$ cat src/design/vomf_pkg.sv
`timescale 1ns / 1ps
`default_nettype none
// ----------------------------------------------------------------------------
// vomf_pkg: shared types for the vehicle operational mode controller
// Mode, intent, opcode and error codes, and the request and response items.
// ----------------------------------------------------------------------------
package vomf_pkg;

   // Safety mode of the chassis
   typedef enum logic [2:0] {
      MODE_IDLE    = 3'd0,
      MODE_ARMED   = 3'd1,
      MODE_MOVING  = 3'd2,
      MODE_DOCKING = 3'd3,
      MODE_FAULT   = 3'd4,
      MODE_ESTOP   = 3'd5
   } mode_type;

   // Locomotion intent
   typedef enum logic [1:0] {
      INTENT_NONE  = 2'd0,
      INTENT_STAND = 2'd1,
      INTENT_WALK  = 2'd2,
      INTENT_WHEEL = 2'd3
   } intent_type;

   // Event codes; 12..15 are unknown
   typedef enum logic [3:0] {
      OP_MOTION    = 4'd0,
      OP_FAULT     = 4'd1,
      OP_ESTOP     = 4'd2,
      OP_CLR_ESTOP = 4'd3,
      OP_CLR_FAULT = 4'd4,
      OP_ARM       = 4'd5,
      OP_DISARM    = 4'd6,
      OP_DOCK      = 4'd7,
      OP_UNDOCK    = 4'd8,
      OP_STAND     = 4'd9,
      OP_WALK      = 4'd10,
      OP_WHEEL     = 4'd11
   } opcode_type;

   // Rejection reasons
   typedef enum logic [2:0] {
      ERR_NONE          = 3'd0,
      ERR_NOT_ESTOP     = 3'd1,
      ERR_NOT_FAULT     = 3'd2,
      ERR_ARM_BLOCKED   = 3'd3,
      ERR_DISARM_BLOCKED = 3'd4,
      ERR_DOCK_BLOCKED  = 3'd5,
      ERR_NOT_DOCKING   = 3'd6,
      ERR_UNKNOWN       = 3'd7
   } error_type;

   typedef struct packed {
      opcode_type opcode;
      logic       twist_nonzero;
   } req_type;

   typedef struct packed {
      mode_type   mode_out;
      intent_type intent_out;
      logic       accepted;
      error_type  error_code;
      logic       motion_permitted;
   } rsp_type;

endpackage : vomf_pkg
`default_nettype wire

$ cat src/design/vehicle_operational_mode_fsm_core.sv
`timescale 1ns / 1ps
`default_nettype none
// ----------------------------------------------------------------------------
// vehicle_operational_mode_fsm_core: safety mode controller
//
// Takes one event item per cycle on the req_ channel (valid/ready) and
// returns exactly one result item per event on the rsp_ channel. The result
// carries the mode and intent after the event, the accept flag, the error
// code and whether the new mode permits motion.
// The result is valid in the cycle after accept. Throughput: one item per
// cycle; the mode update and the result are computed by single-level logic
// between the state/input and the one-deep result register.
// When the receiver stalls, the result register holds its item and
// req_ready drops only while that register is full and rsp_ready is low.
// csr_we writes idle_lock (bit 0 of csr_wdata) on the clock edge; write it
// only while no item is in flight.
// Reset (synchronous, active high): mode idle, intent none,
// idle_lock set, result register empty.
// ----------------------------------------------------------------------------
module vehicle_operational_mode_fsm_core
   import vomf_pkg::*;
(
   input  wire logic    clock,
   input  wire logic    reset,
   input  wire logic    req_valid,
   output logic         req_ready,
   input  wire req_type req_data,
   output logic         rsp_valid,
   input  wire logic    rsp_ready,
   output rsp_type      rsp_data,
   input  wire logic    csr_we,
   input  wire logic    csr_wdata
);

   mode_type   mode_ff, mode_in;
   intent_type intent_ff, intent_in;
   error_type  err;
   logic       idle_lock_ff;
   logic       rsp_valid_ff;
   rsp_type    rsp_data_ff, rsp_data_in;
   logic       req_fire;
   logic       halted;

   // Accept while the result register is empty or being drained
   assign req_ready = !rsp_valid_ff || rsp_ready;
   assign req_fire  = req_valid && req_ready;
   assign halted    = (mode_ff == MODE_ESTOP) || (mode_ff == MODE_FAULT);

   // Next mode, intent and error for the offered event
   always_comb begin
      mode_in   = mode_ff;
      intent_in = intent_ff;
      err       = ERR_NONE;
      case (req_data.opcode)
         OP_MOTION: begin
            if (!halted) begin
               if (req_data.twist_nonzero) begin
                  if (mode_ff == MODE_ARMED || mode_ff == MODE_IDLE) mode_in = MODE_MOVING;
               end else if (mode_ff == MODE_MOVING) begin
                  mode_in = MODE_ARMED;
               end
            end
         end
         OP_FAULT: begin
            if (mode_ff != MODE_ESTOP) mode_in = MODE_FAULT;
         end
         OP_ESTOP: begin
            mode_in = MODE_ESTOP;
         end
         OP_CLR_ESTOP: begin
            if (mode_ff != MODE_ESTOP) err = ERR_NOT_ESTOP;
            else mode_in = MODE_IDLE;
         end
         OP_CLR_FAULT: begin
            if (mode_ff != MODE_FAULT) err = ERR_NOT_FAULT;
            else mode_in = MODE_IDLE;
         end
         OP_ARM: begin
            if (halted) err = ERR_ARM_BLOCKED;
            else mode_in = MODE_ARMED;
         end
         OP_DISARM: begin
            if (mode_ff == MODE_ESTOP) err = ERR_DISARM_BLOCKED;
            else mode_in = MODE_IDLE;
         end
         OP_DOCK: begin
            if (halted) err = ERR_DOCK_BLOCKED;
            else mode_in = MODE_DOCKING;
         end
         OP_UNDOCK: begin
            if (mode_ff != MODE_DOCKING) err = ERR_NOT_DOCKING;
            else mode_in = MODE_ARMED;
         end
         OP_STAND: begin
            intent_in = INTENT_STAND;
         end
         OP_WALK: begin
            intent_in = INTENT_WALK;
         end
         OP_WHEEL: begin
            intent_in = INTENT_WHEEL;
         end
         default: begin
            err = ERR_UNKNOWN;
         end
      endcase
   end

   // Build the result item from the post-event state
   always_comb begin
      rsp_data_in.mode_out   = mode_in;
      rsp_data_in.intent_out = intent_in;
      rsp_data_in.accepted   = (err == ERR_NONE);
      rsp_data_in.error_code = err;
      case (mode_in)
         MODE_ARMED, MODE_MOVING, MODE_DOCKING: rsp_data_in.motion_permitted = 1'b1;
         MODE_IDLE: rsp_data_in.motion_permitted = !idle_lock_ff;
         default:   rsp_data_in.motion_permitted = 1'b0;
      endcase
   end

   // Advance state on accept
   always_ff @(posedge clock) begin
      if (reset) begin
         mode_ff   <= MODE_IDLE;
         intent_ff <= INTENT_NONE;
      end else if (req_fire) begin
         mode_ff   <= mode_in;
         intent_ff <= intent_in;
      end
   end

   // Configuration register
   always_ff @(posedge clock) begin
      if (reset) begin
         idle_lock_ff <= 1'b1;
      end else if (csr_we) begin
         idle_lock_ff <= csr_wdata;
      end
   end

   // Result register: load on accept, drop when taken
   always_ff @(posedge clock) begin
      if (reset) begin
         rsp_valid_ff <= 1'b0;
      end else if (req_fire) begin
         rsp_valid_ff <= 1'b1;
      end else if (rsp_ready) begin
         rsp_valid_ff <= 1'b0;
      end
   end

   always_ff @(posedge clock) begin
      if (req_fire) begin
         rsp_data_ff <= rsp_data_in;
      end
   end

   assign rsp_valid = rsp_valid_ff;
   assign rsp_data  = rsp_data_ff;

endmodule : vehicle_operational_mode_fsm_core
`default_nettype wire

$ cat config.mk
export PLATFORM = sky130hd
export DESIGN_NAME = vehicle_operational_mode_fsm_core
export DESIGN_NICKNAME = d
export VERILOG_FILES = /design/src/design/vomf_pkg.sv /design/src/design/vehicle_operational_mode_fsm_core.sv
export SDC_FILE = /design/constraint.sdc
export NUM_CORES = 1
export LEC_CHECK = 0
export ABC_AREA = 1
export BUFFER_PORTS_ARGS = -buffer_cell sky130_fd_sc_hd__buf_4
export CAP_MARGIN = 20
export CORE_MARGIN = 1
export CORE_UTILIZATION = 52
export CTS_CLUSTER_DIAMETER = 80
export DETAILED_ROUTE_END_ITERATION = 8
export PLACE_DENSITY = 0.77
export SYNTH_ARGS = -nofsm -noshare
export SYNTH_HDL_FRONTEND = slang
export SYNTH_SLANG_ARGS = --single-unit
$ cat constraint.sdc
create_clock -name clock -period 2.45 [get_ports clock]
set_input_delay 0.49 -clock clock [delete_from_list [all_inputs] [get_ports clock]]
set_output_delay 0.49 -clock clock [all_outputs]
set_load 0.01 [all_outputs]
# == Word-level counts from Yosys, hierarchy flattened ==
# Index checks and enable logic that the tools add are counted.
# Widths: inputs -> output; s select.
# op_classes
muxes,23
reduce_logical,13
n_eq_ne,21
# ops
operator,count
$mux 3,14
$pmux 3 s9,1
$pmux 3 s7,1
$eq 4x3->1 const B,4
$eq 4x4->1 const B,4
$eq 3x2->1 const B,3
$logic_not 3->1,3
$eq 4x2->1 const B,2
$eq 3x1->1 const B,2
$eq 3x3->1 const B,2
$ne 3x3->1 const B,2
$pmux 2 s3,1
$reduce_or 6->1,1
$eq 4x1->1 const B,1
$logic_not 4->1,1
$mux 2,2
$logic_or 1x1->1,3
$mux 1,3
$ne 3x2->1 const B,1
$reduce_or 3->1,1
$logic_not 1->1,2
$pmux 1 s2,1
$reduce_bool 2->1,1
$logic_and 1x1->1,1
# word_totals
output_inout_bits,12
in_bits,11
register_bits,17

# == Longest topological paths before layout ==
# Gate-level depths: netlist (run 1).
# logic_depth
depth_word,9
depth_mapped,10

# == Worst setup path before layout (run 1) ==
# Ideal clock, no wire load.
# synth_timing
path_kind,in2reg
startpoint,input port rsp_ready
endpoint,"register rsp_data_ff, in the netlist rsp_data[0] (enable)"
path_buffers,0
required_ps,2098
path_stages,4
setup_time_ps,352
slack_ps,987
t_arrival_ps,1111
cell_sequence,inv_1 nand2_1 nand2_1 inv_1
# synth_between
elab_chain_len,2
# synth_lines
element,line_no,source
"start, declared",vehicle_operational_mode_fsm_core.sv:29,"input wire logic rsp_ready,"
$logic_or 1x1->1,vehicle_operational_mode_fsm_core.sv:45,assign req_ready = !rsp_valid_ff || rsp_ready;
named net req_ready,vehicle_operational_mode_fsm_core.sv:26,"output logic req_ready,"
$logic_and 1x1->1,vehicle_operational_mode_fsm_core.sv:46,assign req_fire = req_valid && req_ready;
named net req_fire,vehicle_operational_mode_fsm_core.sv:41,logic req_fire;
"end signal, assigned",vehicle_operational_mode_fsm_core.sv:155,rsp_data_ff <= rsp_data_in;
"end, declared",vehicle_operational_mode_fsm_core.sv:40,"rsp_type rsp_data_ff, rsp_data_in;"
# The timed path passes the listed nets, and every way through them passes these cells.
# A chain may end at the register's enable or synchronous reset.

==> results.md, run 1 <==
- Final setup violating endpoints: 0
- Clock latency on the worst-skew pair: approximately 0.28 ns
- Nets@finish: about 170
- Initial Utilization: 0.5740
- CP Data Arrival Time: between 1.5 and 2 ns
- Crit end category: register
- Status: finished clean
- GPL Wtd Cong: about 0.93
- Vias in the first global route: just under 900
- Final hold violations: 0
- Startpoint types: register
- CP required: 2.50 ns
- Sequential cell area: around 440 sq um
- Clk sink count: 17
- Max-cap viol count: 0
- Area of placed instances: around 1200 sq um
- Largest net degree at the start of global routing: 16
- Share of layout cells above drive strength 1: 0.2930
- I/O Buffers: 22
- CP Cell Sequence: inv_2 > nand3_2 > inv_2 > nand3_2 > nand2_1 > nor2_2 > nand3_2 > nor2_1 > nor2_1
- Most common cell after layout, fill and taps aside: nand2_1
- Worst Tran Pin Value: about 0.49 ns
- Dpl hpwl: between 1.5 and 2 mm
- CP max-delay cell: dfxtp_1
- Synth top area share: 0.2934
- Synthesized cell area: between 1000 and 1500 sq um
- Chip width: 46.37 um
- First-pass GRT wire length: 3.691 mm
- Mapped Nets: 144
- Grt total ovfl: 0
- Cts repair resizes: 0
- Cts hold-fix bufs: 0
- Cell family with most CP delay: simple AND/OR/NAND/NOR gates
- Die ar.: between 2000 and 2500 sq um
- Peak fanout along the critical path: 8
- Layout area overhead: 20.05%
- H-Tree Depth: 1
- Hold_ws: around 0.39 ns
- Core ar.: ~1800 sq um
- Fillcell total: 160
- Core Rows: 15
- Worst hold path class: input pin to register
- Starting DRC count in detailed routing: 31
- Relative slew slack: 0.6696
- Drc violations: 0
- Final min period: 1.488 ns
- Synth area leader: edfxtp_1
- Setup bufs post-CTS: 0
- Synth warn: 0
- RSZ-0062 raised after global routing: false
- Register area share after synthesis: 0.4303
- Period utilization: 0.6073
- DR pass1 iterations: 4
- Root buf cell: clkbuf_4
- GRT Util Overall: 0.2453
- PwrDens: just over 500 nW/um^2
- Clk_skew: ~0.006 ns
- Critical path depth in cells: 9
- Initial antenna violation count: 0
- Synthesized instance count: 133
- Longest Clk Path Bufs: 2
- Syn Area/Cell: around 7.7 sq um
- Via/cell ratio: 5.313
- Number of library cell types mapped by synthesis: 22
- Clock slew seen by the registers of the worst setup and hold paths: roughly 0.1 ns
- Area contributors post-synth: edfxtp_1, dfxtp_1, nand2_1
- F_max: about 670 MHz
- DRT Wirelength: between 2 and 2.5 mm
- CTS tree: done
- Vias: slightly below 1000
- Final TNS setup: 0 ns
- DIE HEIGHT: 46.37 um
- Fin area: around 1200 sq um
- Boundary Pins: 23
- Cell mode on critical path: nand3_2
- Slew Limit Fails: 0
- Multi-input gate area: 493.0 sq um
- Crit path kind: register to register
- N_diodes: 0
- Reg2Reg Depth: 9
- Lkg Pwr: 0.6079 nW
- Slowest stage delay, CP: between 0.4 and 0.5 ns
- CP bufs+invs: 2
- Register bit count reported by yosys: 17
- Hold Path Depth: 2
- DR WL/cell: 12.57 um
- Final core occ: 0.6891
- Most frequent cells in the layout: nand2_1, buf_4, inv_1
- Worst vdd ir: 0.0004818 V
- Clock buffer count from CTS: 3
- Antenna Nets Post-Route: 0
## flip-flops by register name, summed over array words and instances, names as in the netlist
name,flops
rsp_valid,1
mode_ff,3
intent_ff,2
rsp_data,10
idle_lock_ff,1
## power breakdown
group          switching (mW)  internal, mW
combinational          0.0867        0.0592
clock                  0.0834        0.0606
sequential             0.0154         0.331
total                   0.185         0.450
## cell families (layout without fill, tap and decap cells)
logic type / Yosys count / count (layout) / share of synthesized area
AO/OA/AOI/OAI: 22 / 22 / 0.1174
AND/OR/NAND/NOR: 73 / 73 / 0.3643
flip-flops: 17 / 17 / 0.4303
buffers and inverters: 21 / 45 / 0.08801
## routing by layer
metal / GRT usage / share of wire / wire, um / vias up
met5: 0 / 0 / 0 / -
met4: 0.05882 / 0.018 / 42 / 0
met3: 0.07451 / 0.092 / 210 / 4
met2: 0.3917 / 0.46 / 1041 / 49
met1: 0.3212 / 0.43 / 992 / 423
li1: - / - / - / 491
## cell type report
type	count	area share
Sequential cell	17	0.3585
Clock buffer	3	0.01833
Inverter	19	0.05804
Multi-Input combinational cell	95	0.4012
Timing Repair Buffer	22	0.1344
Tap cell	25	0.02546
Clock inverter	1	0.004073
## stage by stage
step,power (mW),worst slack [ns],instances
6_report,0.6359,0.9621,182
3_3_place_gp,0.4943,0.6858,178
2_1_floorplan,0.4389,0.9870,133
5_1_grt,0.6733,0.8486,182
4_1_cts,0.6376,0.9657,182
3_5_place_dp,0.4974,0.6931,178
## final timing paths
path | slack (ns) | start | end
worst min register to register | 0.48 | idle_lock_ff | idle_lock_ff
worst max-delay path | 0.96 | mode_ff[1] | rsp_data[0]
worst min-delay path | 0.39 | csr_we | idle_lock_ff
worst max register to register | 0.96 | mode_ff[1] | rsp_data[0]
## cells in the mapped netlist
library cell   n
a21oi_1        7
and2_1         1
buf_4          1
buf_6          1
dfxtp_1        7
edfxtp_1      10
inv_1         15
inv_2          4
nand2_1       33
nand2_4        1
nand3_1        8
nand3_2        5
nand4_1        3
nand4_2        1
nor2_1        14
nor2_2         4
nor2_4         2
nor3_2         1
o211ai_1       1
o21ai_0       11
o21ai_1        1
o21ai_2        2
(Power assumes the default switching activity.)
==> inputs of run 2 (changes only) <==
--- a/config.mk
+++ b/config.mk
@@ -5,14 +5,14 @@
 export SDC_FILE = /design/constraint.sdc
 export NUM_CORES = 1
 export LEC_CHECK = 0
-export ABC_AREA = 1
+export ABC_AREA = 0
 export BUFFER_PORTS_ARGS = -buffer_cell sky130_fd_sc_hd__buf_4
 export CAP_MARGIN = 20
 export CORE_MARGIN = 1
-export CORE_UTILIZATION = 52
+export CORE_UTILIZATION = 47
 export CTS_CLUSTER_DIAMETER = 80
 export DETAILED_ROUTE_END_ITERATION = 8
-export PLACE_DENSITY = 0.77
+export PLACE_DENSITY = 0.74
 export SYNTH_ARGS = -nofsm -noshare
 export SYNTH_HDL_FRONTEND = slang
 export SYNTH_SLANG_ARGS = --single-unit
==> constraint.sdc (replaced) <==
create_clock -name clock -period 1.2 [get_ports clock]
set_input_delay 0.24 -clock clock [delete_from_list [all_inputs] [get_ports clock]]
set_output_delay 0.24 -clock clock [all_outputs]
set_load 0.01 [all_outputs]
==> run 2 against run 1 <==
Clock-buffer cell count unchanged. The flow now finishes with violations (setup timing). Largest cell class unchanged. Largest power group unchanged. Total power rose by 130%. Register-to-register slack got worse by 1.4 ns. Wire length increased by 60%. Utilization increased by 17 points. Synthesized area is 2.8% lower.
==> results.md, run 2 <==
- Relative slew slack: 0.7615
- Die ar.: ~2300 sq um
- Register bit count reported by yosys: 17
- GRT Util Overall: 0.3006
- Clock buffer count from CTS: 3
- CP Capture Point: rsp_data[0]
- Crit end category: register
- Layout area overhead: 70.57%
- Grt total ovfl: 0
- Most frequent cells in the layout: buf_4, edfxtp_1, nand2_1
- Reg2Reg Depth: 6
- Synth area leader: edfxtp_1
- Initial Utilization: 0.5019
- Final setup violating endpoints: 13
- Boundary Pins: 23
- Dpl hpwl: between 1.5 and 2 mm
- R2r setup slk: -0.46 ns
- DIE HEIGHT: just under 50 um
- Via/cell ratio: between 5 and 6
- Final min period: ~1.7 ns
- Post-synthesis xor/xnor area fraction: 0
- Placed insts: 180
- Register area share after synthesis: 0.4428
- Multi-input gate area: 644.4 sq um
- Slew Limit Fails: 0
- Worst hold path class: input pin to register
- Synthesized cell area: 994.7 sq um
- R2r startpoint: mode_ff[1]
- H-Tree Depth: 1
- Mapped Nets: 121
- R2R Path End: rsp_data[0]
- Clk sink count: 17
- Syn Area/Cell: ~9 sq um
- Failing checks: setup timing
- Setup ws final: -0.4553 ns
- Worst Tran Pin Value: ~0.36 ns
- Core ar.: approximately 2000 sq um
- Max FFs per register: 10
- First-pass GRT wire length: ~4.8 mm
- Synthesized instance count: 110
- Antenna Nets Post-Route: 0
- Most common cell after layout, fill and taps aside: buf_4
- Main combinational cell family by area after synthesis: compound AO/OA/AOI/OAI gates
- Clock slew seen by the registers of the worst setup and hold paths: 0.11 ns
- Core Rows: 16
- Crit path kind: register to register
- Synth warn: 0
- I/O Buffers: 22
- GPL Wtd Cong: ~0.87
- DRT Wirelength: about 3.7 mm
- Chip width: ~48 um
- Area contributors post-synth: edfxtp_1, dfxtp_1, nand2_1
- Root buf cell: clkbuf_4
- CTS tree: done
- Final hold violations: 0
- Main synth FF type: edfxtp_1
- Ys async rst share: 0
- Status: finished with violations
- Clock latency on the worst-skew pair: 0.29 ns
- Starting DRC count in detailed routing: 42
- Max-cap viol count: 0
- Overall power: between 1 and 1.5 mW
- Pre-CTS setup slack: -0.3933 ns
- Drc violations: 0
- Post-Synth Simple-Gate Area: 0.2289
- Synth cell count leaders: edfxtp_1, nand2_1, nor2_1
- Worst vdd ir: between 0.0007 and 0.0008 V
- Final instance count without filler cells: 196
- F_max: between 600 and 700 MHz
- CP Data Arrival Time: about 1.7 ns
- Longest Clk Path Bufs: 2
- Post-synthesis compound-gate area fraction: 0.2440
- Adder-cell share of the synthesized area: 0
- Sequential cell area: approximately 450 sq um
- N_diodes: 0
- Lkg Pwr: roughly 0.77 nW
- Initial antenna violation count: 0
- Fin area: 1697 sq um
- Final core occ: 0.8561
- Period utilization: 1.379
- Synth top area share: 0.3019
- Mux cell area share after synthesis: 0.01006
- Number of library cell types mapped by synthesis: 37
- Vias in the first global route: 1065
- PwrDens: between 800 and 900 nW/um^2
- Largest net degree at the start of global routing: 17
- Nets@finish: about 180
- RSZ-0062 raised after global routing: true
- DR pass1 iterations: 4
- Fillcell total: 96
- Clk_skew: roughly 0.0029 ns
- CP startpoint: mode_ff[1]
- Startpoint types: register
- DR WL/cell: 18.69 um
- Share of layout cells above drive strength 1: 0.5858
- CP required: 1.25 ns
- Area of placed instances: about 1400 sq um
- Peak fanout along the critical path: 6
- Number of synthesized flops with an enable pin: 10
- Vias: approximately 1200
-- run 2: cell types whose count changed after synthesis, moves of 5 or more --
cell and delta:
nand2_1 -23, inv_1 -8, nand3_1 -8, o21ai_0 -7, buf_2 +5, nand3_2 -5
-- run 2: layer usage --
layer	wire length [um]	GRT usage	part of all wire
met4	156	0.09444	0.043
met5	0	0	0
met2	1887	0.5568	0.52
met1	1338	0.3508	0.37
met3	282	0.04528	0.077
-- run 2: through the flow --
step	setup TNS (ns)	hold slack [ns]
3_3_place_gp	-2.402	0.4398
4_1_cts	-2.400	0.1448
3_5_place_dp	-2.863	0.4477
6_report	-3.773	0.1403
2_1_floorplan	-1.388	0.3017
5_1_grt	-4.251	0.1351
-- run 2: power by group --
part           internal (mW)  switching, mW  total, mW  leakage, nW
registers              0.664         0.0259      0.690        0.160
logic                  0.236          0.229      0.465        0.597
clock network          0.124          0.197      0.321       0.0177
total                   1.02          0.451       1.48        0.775
-- run 2: repair_timing --
| action | in CTS | in global routing |
|---|---|---|
| hold buffers | 0 | 0 |
| endpoints found under the setup margin | 13 | 14 |
| setup buffers | 8 | 7 |
| pin swaps | 4 | 11 |
| gates resized for setup | 30 | 13 |
-- run 2: layout make-up --
type                            instances  area share
Inverter                                7     0.01549
Tap cell                               27     0.01991
Sequential cell                        17      0.2670
Timing Repair Buffer                   64      0.3016
Clock inverter                          1    0.002950
Multi-Input combinational cell         77      0.3798
Clock buffer                            3     0.01327
-- run 2: logic make-up after synthesis --
group	Yosys count
AND/OR/NAND/NOR	41
AO/OA/AOI/OAI	35
flip-flops	17
buffers and inverters	16
multiplexers	1
-- run 2: worst min-delay path by stage --
stage / startpoint / to / slack (ns) / cells past startpoint
after floorplan: reset / mode_ff[2] / 0.30 / 1
after global placement: csr_wdata / idle_lock_ff / 0.44 / 2
after detailed placement: csr_wdata / idle_lock_ff / 0.45 / 2
after CTS: csr_wdata / idle_lock_ff / 0.14 / 2
after global routing: csr_wdata / idle_lock_ff / 0.14 / 2
final: csr_wdata / idle_lock_ff / 0.14 / 2
-- run 2: critical path, cell delays in order, from the launching register on --
cell      delay (ns)
dfxtp_4         0.38
buf_4           0.14
nand2_1         0.12
nor2_1          0.08
o41ai_2         0.36
o21bai_2        0.21
a31oi_1         0.12
==> inputs of run 3 (changes only) <==
--- a/config.mk
+++ b/config.mk
@@ -12,7 +12,7 @@
 export CORE_UTILIZATION = 47
 export CTS_CLUSTER_DIAMETER = 80
 export DETAILED_ROUTE_END_ITERATION = 8
-export PLACE_DENSITY = 0.74
+export PLACE_DENSITY = 0.86
 export SYNTH_ARGS = -nofsm -noshare
 export SYNTH_HDL_FRONTEND = slang
 export SYNTH_SLANG_ARGS = --single-unit
==> run 3 against run 2 <==
The flow still finishes with violations (setup timing). Setup slack improved by 0.079 ns. Total power fell by 5.1%. Final cell count fell by 5.6%. Sequential cell count did not move. Largest power group unchanged. Highest routed layer unchanged.
==> results.md, run 3 (synthesis gave the netlist of run 2 again) <==
- Status: finished with violations
- Failing checks: setup timing
- F_max: around 630 MHz
- PwrDens: 912.0 nW/um^2
- Clk sink count: 17
- Core Rows: 16
- Clk_skew: 0.001757 ns
- Clock latency on the worst-skew pair: around 0.29 ns
- Share of layout cells above drive strength 1: 0.5253
- Worst vdd ir: between 0.0006 and 0.0007 V
- Vias: roughly 1100
- GPL Wtd Cong: approximately 0.94
- GRT Util Overall: 0.2799
- Boundary Pins: 23
- First-pass GRT wire length: 4.367 mm
- Via/cell ratio: about 5.7
- H-Tree Depth: 1
- Crit path kind: register to register
- Grt total ovfl: 0
- Max FFs per register: 10
- Core ar.: approximately 2000 sq um
- Final setup violating endpoints: 11
- Cts hold-fix bufs: 0
- Antenna Nets Post-Route: 0
- Fillcell total: ~130
- CP required: 1.42 ns
- Starting DRC count in detailed routing: 21
- Nets@finish: 170
- Lkg Pwr: 0.6978 nW
- Chip width: a little under 50 um
- CP startpoint: mode_ff[1]
- R2r setup slk: -0.38 ns
- Slew Limit Fails: 0
- Final min period: around 1.6 ns
- DRT Wirelength: approximately 2.9 mm
- CP Data Arrival Time: between 1.5 and 2 ns
- Worst hold path class: input pin to register
- Vias in the first global route: slightly below 1000
- Period utilization: 1.314
- R2r startpoint: mode_ff[1]
- Startpoint types: register
- Root buf cell: clkbuf_4
- Worst Tran Pin Value: 0.3523 ns
- Crit end category: register
- DR pass1 iterations: 4
- Drc violations: 0
- Layout area overhead: 54.34%
- Most common cell after layout, fill and taps aside: buf_4
- Setup ws final: -0.3764 ns
- Longest Clk Path Bufs: 2
- Most frequent cells in the layout: buf_4, edfxtp_1, nand2_1, nor2_1, inv_1
- Largest net degree at the start of global routing: 14
- Overall power: about 1.4 mW
- Relative slew slack: 0.7647
- Worst hold path startpoint: csr_wdata
- DIE HEIGHT: slightly below 50 um
- Clock slew seen by the registers of the worst setup and hold paths: 0.10 ns
- CTS tree: done
- Final hold violations: 0
- Final TNS setup: -2.884 ns
- Die ar.: ~2300 sq um
- N_diodes: 0
- Max-cap viol count: 0
- Initial antenna violation count: 0
- RSZ-0062 raised after global routing: true
- I/O Buffers: 22
- Dpl hpwl: between 2 and 2.5 mm
- Hold_ws: between 0.15 and 0.2 ns
- DR WL/cell: around 16 um
- Clock buffer count from CTS: 3
- Peak fanout along the critical path: 8
- Initial Utilization: 0.5019
## run 3: cell count changes in the layout (fill, tap and decap cells not counted), sizes merged
cell / delta
clkbuf: +1
clkinv: -1
buf: -11
## run 3: power breakdown
part	internal (mW)	switching, mW	leakage, nW
registers	0.664	0.0246	0.160
logic	0.209	0.189	0.523
clock network	0.129	0.184	0.0150
total	1.00	0.398	0.698
## run 3: layout make-up
cell class | instances | area [sq um] | share of cell area
timing repair buffer | 53 | 426.7 | 0.2779
sequential | 17 | 452.9 | 0.2950
multi-input combinational | 77 | 569.3 | 0.3708
tap | 27 | 33.78 | 0.02200
clock buffer | 4 | 26.28 | 0.01711
inverter | 7 | 26.28 | 0.01711
## run 3: critical path: stages (launching register included)
cell	delay, ns
dfxtp_4	0.38
nand3b_4	0.16
a211o_1	0.29
a21boi_4	0.15
or3b_4	0.39
a21oi_2	0.13
## run 3: routing by layer
metal	global-route usage	routed length, um	vias to the layer above
met2	0.4892	1534	50
met5	0	0	-
met1	0.3385	1108	503
li1	-	-	500
met3	0.04906	191	4
met4	0.1056	34	0
## run 3: worst paths after layout
path             endpoint  cells after the start
min reg2reg  intent_ff[0]                      2
max            mode_ff[2]                      5
min          idle_lock_ff                      2
max reg2reg    mode_ff[2]                      5
## run 3: metrics by stage
stage / instance area [sq um] / util / instances / setup slack [ns]
global route: 1535 / 0.7746 / 185 / -0.4235
finish: 1535 / 0.7746 / 185 / -0.3764
global placement: 1416 / 0.7146 / 180 / -0.3588
detailed placement: 1416 / 0.7146 / 180 / -0.4019
floorplan: 1040 / - / 110 / -0.2922
CTS: 1498 / 0.7557 / 185 / -0.3515
## run 3: what timing repair did
item,4_1_cts,5_1_grt
gates resized for setup,16,9
pin swaps,4,4
setup buffers,1,0
setup endpoints to repair,13,14
